$ cat src/design/lrmt_pkg.sv
// shared types, constants and helpers for the lazy range add / range min tree
`default_nettype none
package lrmt_pkg;

    localparam int ENTRIES_DEF = 1024;
    localparam int LEN_W       = 11;
    localparam int IDX_W       = 10;
    localparam int ADD_W       = 32;
    localparam int VAL_W       = 48;
    localparam int WIDE_W      = 17;

    localparam logic [LEN_W-1:0]        LEN_RESET = 11'd1024;
    localparam logic signed [VAL_W-1:0] EMPTY_MIN = 48'sd2147483647;

    typedef enum logic [1:0] {
        PH_ENTER,
        PH_LEFT,
        PH_RIGHT
    } t_phase;

    typedef enum logic [4:0] {
        CMD_NONE,
        CMD_CLEAR,
        CMD_ACCEPT,
        CMD_ROOT,
        CMD_RET_NONE,
        CMD_RD_MIN,
        CMD_RD_BOTH,
        CMD_RD_PEND,
        CMD_QTAKE,
        CMD_GIVE_W,
        CMD_DESCEND_L,
        CMD_DESCEND_R,
        CMD_PUSH_RD_L,
        CMD_PUSH_L,
        CMD_PUSH_R,
        CMD_PUSH_CLR,
        CMD_COMBINE,
        CMD_PULL_RD_L,
        CMD_PULL_RD_R,
        CMD_PULL_W,
        CMD_POP,
        CMD_EMIT
    } t_cmd;

    typedef enum logic [3:0] {
        S_CLEAR,
        S_IDLE,
        S_CHECK,
        S_VISIT,
        S_QTAKE,
        S_GIVE,
        S_PCHK,
        S_PUSHL,
        S_PUSHR,
        S_PCLR,
        S_PULLR,
        S_PULLW,
        S_RET,
        S_EMIT
    } t_state;

    typedef struct packed {
        logic   clear_done;
        logic   empty;
        logic   is_query;
        logic   disjoint;
        logic   covered;
        logic   pend_zero;
        logic   sp_zero;
        logic   out_free;
        t_phase phase;
    } t_status;

    function automatic logic signed [VAL_W-1:0] sat_add(
        input logic signed [VAL_W-1:0] x,
        input logic signed [VAL_W-1:0] y
    );
        logic signed [VAL_W:0] s;
        s = {x[VAL_W-1], x} + {y[VAL_W-1], y};
        if (s[VAL_W] != s[VAL_W-1]) begin
            sat_add = s[VAL_W] ? {1'b1, {(VAL_W-1){1'b0}}} : {1'b0, {(VAL_W-1){1'b1}}};
        end else begin
            sat_add = s[VAL_W-1:0];
        end
    endfunction

endpackage
`default_nettype wire

$ cat src/design/lrmt_ctrl.sv
// controller: sequences the tree walk one memory step at a time
`default_nettype none
module lrmt_ctrl import lrmt_pkg::*; (
    input  wire logic    i_clk,
    input  wire logic    i_rst_n,
    input  wire logic    i_item_valid,
    output logic         o_item_ready,
    input  wire t_status i_status,
    output t_cmd         o_cmd
);

    t_state r_state;
    t_state n_state;

    always_ff @(posedge i_clk) begin
        if (!i_rst_n) begin
            r_state <= S_CLEAR;
        end else begin
            r_state <= n_state;
        end
    end

    always_comb begin
        n_state = r_state;
        unique case (r_state)
            S_CLEAR: begin
                if (i_status.clear_done) n_state = S_IDLE;
            end
            S_IDLE: begin
                if (i_item_valid) n_state = S_CHECK;
            end
            S_CHECK: begin
                if (i_status.empty) begin
                    n_state = i_status.is_query ? S_EMIT : S_IDLE;
                end else begin
                    n_state = S_VISIT;
                end
            end
            S_VISIT: begin
                unique case (i_status.phase)
                    PH_ENTER: begin
                        priority if (i_status.disjoint) n_state = S_RET;
                        else if (i_status.covered) begin
                            n_state = i_status.is_query ? S_QTAKE : S_GIVE;
                        end else n_state = S_PCHK;
                    end
                    PH_LEFT:  n_state = S_VISIT;
                    PH_RIGHT: n_state = i_status.is_query ? S_RET : S_PULLR;
                    default:  n_state = S_VISIT;
                endcase
            end
            S_QTAKE: n_state = S_RET;
            S_GIVE:  n_state = S_RET;
            S_PCHK:  n_state = i_status.pend_zero ? S_VISIT : S_PUSHL;
            S_PUSHL: n_state = S_PUSHR;
            S_PUSHR: n_state = S_PCLR;
            S_PCLR:  n_state = S_VISIT;
            S_PULLR: n_state = S_PULLW;
            S_PULLW: n_state = S_RET;
            S_RET: begin
                if (i_status.sp_zero) begin
                    n_state = i_status.is_query ? S_EMIT : S_IDLE;
                end else begin
                    n_state = S_VISIT;
                end
            end
            S_EMIT: begin
                if (i_status.out_free) n_state = S_IDLE;
            end
            default: n_state = S_CLEAR;
        endcase
    end

    always_comb begin
        o_cmd        = CMD_NONE;
        o_item_ready = 1'b0;
        unique case (r_state)
            S_CLEAR: o_cmd = CMD_CLEAR;
            S_IDLE: begin
                o_item_ready = 1'b1;
                if (i_item_valid) o_cmd = CMD_ACCEPT;
            end
            S_CHECK: begin
                if (i_status.empty) o_cmd = CMD_RET_NONE;
                else o_cmd = CMD_ROOT;
            end
            S_VISIT: begin
                unique case (i_status.phase)
                    PH_ENTER: begin
                        priority if (i_status.disjoint) o_cmd = CMD_RET_NONE;
                        else if (i_status.covered) begin
                            o_cmd = i_status.is_query ? CMD_RD_MIN : CMD_RD_BOTH;
                        end else o_cmd = CMD_RD_PEND;
                    end
                    PH_LEFT:  o_cmd = CMD_DESCEND_R;
                    PH_RIGHT: o_cmd = i_status.is_query ? CMD_COMBINE : CMD_PULL_RD_L;
                    default:  o_cmd = CMD_NONE;
                endcase
            end
            S_QTAKE: o_cmd = CMD_QTAKE;
            S_GIVE:  o_cmd = CMD_GIVE_W;
            S_PCHK:  o_cmd = i_status.pend_zero ? CMD_DESCEND_L : CMD_PUSH_RD_L;
            S_PUSHL: o_cmd = CMD_PUSH_L;
            S_PUSHR: o_cmd = CMD_PUSH_R;
            S_PCLR:  o_cmd = CMD_PUSH_CLR;
            S_PULLR: o_cmd = CMD_PULL_RD_R;
            S_PULLW: o_cmd = CMD_PULL_W;
            S_RET: begin
                if (!i_status.sp_zero) o_cmd = CMD_POP;
            end
            S_EMIT: begin
                if (i_status.out_free) o_cmd = CMD_EMIT;
            end
            default: o_cmd = CMD_NONE;
        endcase
    end

endmodule
`default_nettype wire

$ cat config.mk
export PLATFORM = sky130hd
export DESIGN_NAME = lrmt_ctrl
export DESIGN_NICKNAME = d
export VERILOG_FILES = /design/src/design/lrmt_pkg.sv /design/src/design/lrmt_ctrl.sv
export SDC_FILE = /design/constraint.sdc
export NUM_CORES = 1
export LEC_CHECK = 0
export ABC_AREA = 1
export BUFFER_PORTS_ARGS = -buffer_cell sky130_fd_sc_hd__buf_2
export CAP_MARGIN = 20
export CELL_PAD_IN_SITES_DETAIL_PLACEMENT = 0
export CELL_PAD_IN_SITES_GLOBAL_PLACEMENT = 2
export CORE_AREA = 5 5 57 59
export DETAILED_ROUTE_END_ITERATION = 8
export DIE_AREA = 0 0 62 64
export GPL_TIMING_DRIVEN = 0
export HOLD_SLACK_MARGIN = 0.08
export MAX_ROUTING_LAYER = met4
export PLACE_DENSITY_LB_ADDON = 0.1
export SYNTH_ARGS = -nofsm -noshare
export SYNTH_HDL_FRONTEND = slang
export SYNTH_SLANG_ARGS = --single-unit
$ cat constraint.sdc
create_clock -name i_clk -period 2.8 [get_ports i_clk]
set_input_delay 0.42 -clock i_clk [delete_from_list [all_inputs] [get_ports i_clk]]
set_output_delay 0.42 -clock i_clk [all_outputs]
set_load 0.02 [all_outputs]
; ---- Yosys cells after proc, flatten, opt, wreduce, memory -nomap -nowiden
; Index checks and enable logic that the tools add are counted.
[word_totals]
regBits = 4
output_inout_bits = 6
memories = 0
mem_bits_ro = 0
latchBits = 0
ram_bits = 0
[classes]
n_mux = 25
n_addsub = 0
n_div = 0
n_eq_ne = 18
shifts = 0
mul = 0
magnitude_cmp = 0
bitwise = 0
reduce_logical = 4
[ops]
columns = op, count
row1 = $pmux W5 S14, 1
row2 = $pmux W4 S12, 1
row3 = $mux W4, 7
row4 = $eq A4 B4 Y1 const B, 6
row5 = $eq A4 B3 Y1 const B, 4
row6 = $pmux W5 S3, 1
row7 = $mux W3, 4
row8 = $mux W2, 5
row9 = $mux W5, 2
row10 = $eq A4 B2 Y1 const B, 2
row11 = $pmux W4 S2, 1
row12 = $ne A2 B2 Y1 const B, 3
row13 = $eq A4 B1 Y1 const B, 1
row14 = $logic_not A4 Y1, 1
row15 = $mux W1, 3
row16 = $reduce_and A3 Y1, 1
row17 = $reduce_or A3 Y1, 1
row18 = $eq A2 B1 Y1 const B, 1
row19 = $eq A2 B2 Y1 const B, 1
row20 = $logic_not A2 Y1, 1

; ---- Depth between registers and ports, before layout
[depth]
depth_word = 5
depth_mapped = 10
ltp_nobuf = 9

; ---- Worst setup path after synthesis
; No wires, ideal clock.
[synth_path]
kind = register to output
start = register r_state[1]
end = output port o_cmd[1]
required_time_ns = 2.380
stages_incl_launch_ff = 7
slack_ns = 1.151
n_path_buf = 1
arrival_ns = 1.229
path_cell_list = dfxtp_1 buf_4 inv_2 nand2_1 nor2_1 a21oi_1 nand4_1
[synth_between]
elab_chain_len = 2
[synth_lines]
columns = item, line
row1 = "start, declared", lrmt_ctrl.sv:12  ; t_state r_state;
row2 = "start signal, assigned", lrmt_ctrl.sv:19  ; r_state <= n_state;
row3 = "$eq A4 B4 Y1, or another cell as far along", lrmt_ctrl.sv:77  ; unique case (r_state)
row4 = $pmux W5 S14 (*), lrmt_ctrl.sv:77
row5 = "end, declared", lrmt_ctrl.sv:9  ; output t_cmd o_cmd
; Mark *: on every way between the ends. The rest lies on a longest branch, timed or not.

; ---- Final worst setup path
; Ends and elaborated chain as after synthesis.

==> flow_summary.yaml <==
die:
  rows: 19
  die_w_um: 62
  start_util_pct: 22.6
  die_h_um: 64
  ioPinCount: 19
  core_area_mm2: 0.00266
  die_area_mm2: 0.00397
power:
  vdd_ir_drop_max_mv: 0.422
  power_density_mw_per_mm2: 776
  power.leakage_uw: 0.000430
  power_uw: 584
global_route:
  grt_max_degree: 10
  gr-total-overflow: 0
  grt_pass1_vias: 796
  antenna_found_initial: 0
  grt_pass1_wl_um: 3420
  grt_usage_pct: 11.5
sta:
  setup_ws_ps: 814
  final_hold_viol_count: 0
  tightest_slew_ps: 284
  rsz0062_at_grt: "false"
  fin_crit_ps: 1990
  timing.fmax_mhz: 503
  clock_skew_ps: 3.81
  setup_violations: 0
  min_period_over_period_pct: 70.9
  relSlewSlack_pct: 81.0
  final.setup.tns_ps: 0
  slew_viol_final: 0
critical_path:
  path_class: "reg2out"
  r2r_setup_slack_ps: 1560
  crit_required_ps: 2380
  r2r_end: "r_state[0]"
  path_cells: "buf_4 > nand2_1 > inv_1 > nand2_1 > o21ai_0 > a21oi_1 > nand4_1 > buf_2"
  worst_path_max_delay_cell: "dfxtp_1"
  rr_startpoint: "r_state[0]"
  critPathCaptureType: "output port"
  cpMostUsedCell: "nand2_1"
  critPathLaunchType: "register"
  cp_slowest_stage_delay_ps: 290
  reg2regPathDepth: 9
  path_max_fanout: 8
  cp_data_arrival_time_ps: 1570
detailed_routing:
  first_pass_iters: 4
  vias: 806
  drt-initial-drc-count: 21
  drc: 0
  drt_wl_total_um: 1950
  viasPerCell: 4.71
  ant_nets: 0
  routedWlPerCell_um: 11.4
worst_hold_path:
  hold_class: "in2reg"
  hp-start: "i_rst_n"
  hold_depth: 3
  hold_end: "r_state[0]"
clock_network:
  cts_resized: 0
  cts_buffers: 3
  path_clk_slew_ps: 30
  cts_tree: "built"
  cts_hold_buf: 0
  cts-root-buf: "clkbuf_4"
  max-clock-path-buffers: 2
  clk_latency_ps: 230
  postCtsSetupRepairBufs: 0
  cts_sinks: 4
  htree_levels: 1
final_layout:
  layoutNonFillerInstCount: 171
  nets: 155
  area_growth_pct: 25.2
  layout_common_cells: "nand2_1 (43), nor2_1 (19), buf_2 (18)"
  top_regs: "r_state: 4 flops"
  drive_above_1_share_pct: 22.9
  regMostFlops: "r_state"
  filler_cell_count: 334
  antenna_cells: 0
  largest_reg_flops: 4
  final_common_cell: "nand2_1"
  finalInstanceArea_um2: 753
place:
  numPortBuffers: 18
  dpl_cell_area_um2: 731
  dp_hpwl_um: 1650
  gp_congestion: 0.773
  dp_cells: 168
  place_ws_ps: 1050
yosys:
  post-synth-top-area-cell: "nand2_1"
  yosys-top-cells-area: "nand2_1 (27%), dfxtp_1 (13%), nor2_1 (12%)"
  synthArstFlopShare_pct: 0
  synth.net_count: 132
  netlist_area_um2: 602
  synth_edf_count: 0
  synthCells: 119
  synth_ff_type: "dfxtp_1"
  ys_seq_area_share_pct: 13.3
  ys_ff_latch: 4
  ys_warn_count: 0
  synth.avg_cell_area_um2: 5.06
  ys_types: 18
  synth_top_area_share_pct: 26.8
flow_run:
  drv_cap: 0
run_status:
  status: "finished clean"
==> critical path, delay by kind of cell, from the launching register on <==
kind / cells / cell delay (ps)
buffers and inverters: 3 / 410
and+or+nand+nor: 3 / 360
DFF: 1 / 290
AOI/OAI and AO/OA: 2 / 270
==> kinds of logic (layout without fill, tap and decap cells) <==
| logic type | after synthesis | count (layout) | synth area share (%) |
|---|---|---|---|
| AND/OR/NAND/NOR | 82 | 82 | 59.7 |
| buffers and inverters | 19 | 40 | 13.1 |
| flip-flops | 4 | 4 | 13.3 |
| AO/OA/AOI/OAI | 14 | 14 | 13.9 |
==> cell usage after synthesis (2+ instances only) <==
cell type	instances
a21oi_1	8
buf_4	2
dfxtp_1	4
inv_1	12
inv_2	5
nand2_1	43
nand3_1	11
nand3b_1	4
nand4_1	2
nor2_1	19
nor2_4	2
==> cell type report <==
| cell class | instances | area [um2] | share of cell area, % |
|---|---|---|---|
| Multi-Input combinational cell | 96 | 443 | 58.8 |
| Timing Repair Buffer | 18 | 90.1 | 12.0 |
| Sequential cell | 4 | 80.1 | 10.6 |
| Inverter | 17 | 63.8 | 8.47 |
| Tap cell | 31 | 38.8 | 5.15 |
| Clock buffer | 3 | 22.5 | 2.99 |
| Buffer | 2 | 15.0 | 1.99 |
==> per-stage QoR <==
stage / utilization, % / hold slack [ps]
final: 28.3 / 462
after global routing: 28.3 / 457
after CTS: 28.3 / 458
after detailed placement: 27.4 / 634
after global placement: 27.4 / 642
after floorplan: - / 591
==> worst max path at each step <==
stage | startpoint | endpoint
finish | r_state[1] | o_cmd[1]
global route | r_state[3] | o_cmd[0]
CTS | r_state[1] | o_cmd[1]
detailed placement | r_state[1] | o_cmd[1]
global placement | r_state[3] | o_cmd[0]
floorplan | r_state[1] | o_cmd[1]
==> where the power goes <==
part / switching, uW / internal, uW
Sequential: 9.59 / 74.3
Combinational: 285 / 146
Clock: 22.0 / 47.8
Total: 316 / 268
==> per-layer routing <==
| layer | up-vias | global-route usage, % | share of wire [%] |
|---|---|---|---|
| li1 | 423 | - | - |
| met1 | 357 | 15.9 | 47 |
| met2 | 26 | 17.2 | 46 |
| met3 | 0 | 3.22 | 6.9 |
| met4 | 0 | 0.796 | 0 |
| met5 | - | - | 0 |
(Power assumes the default switching activity.)
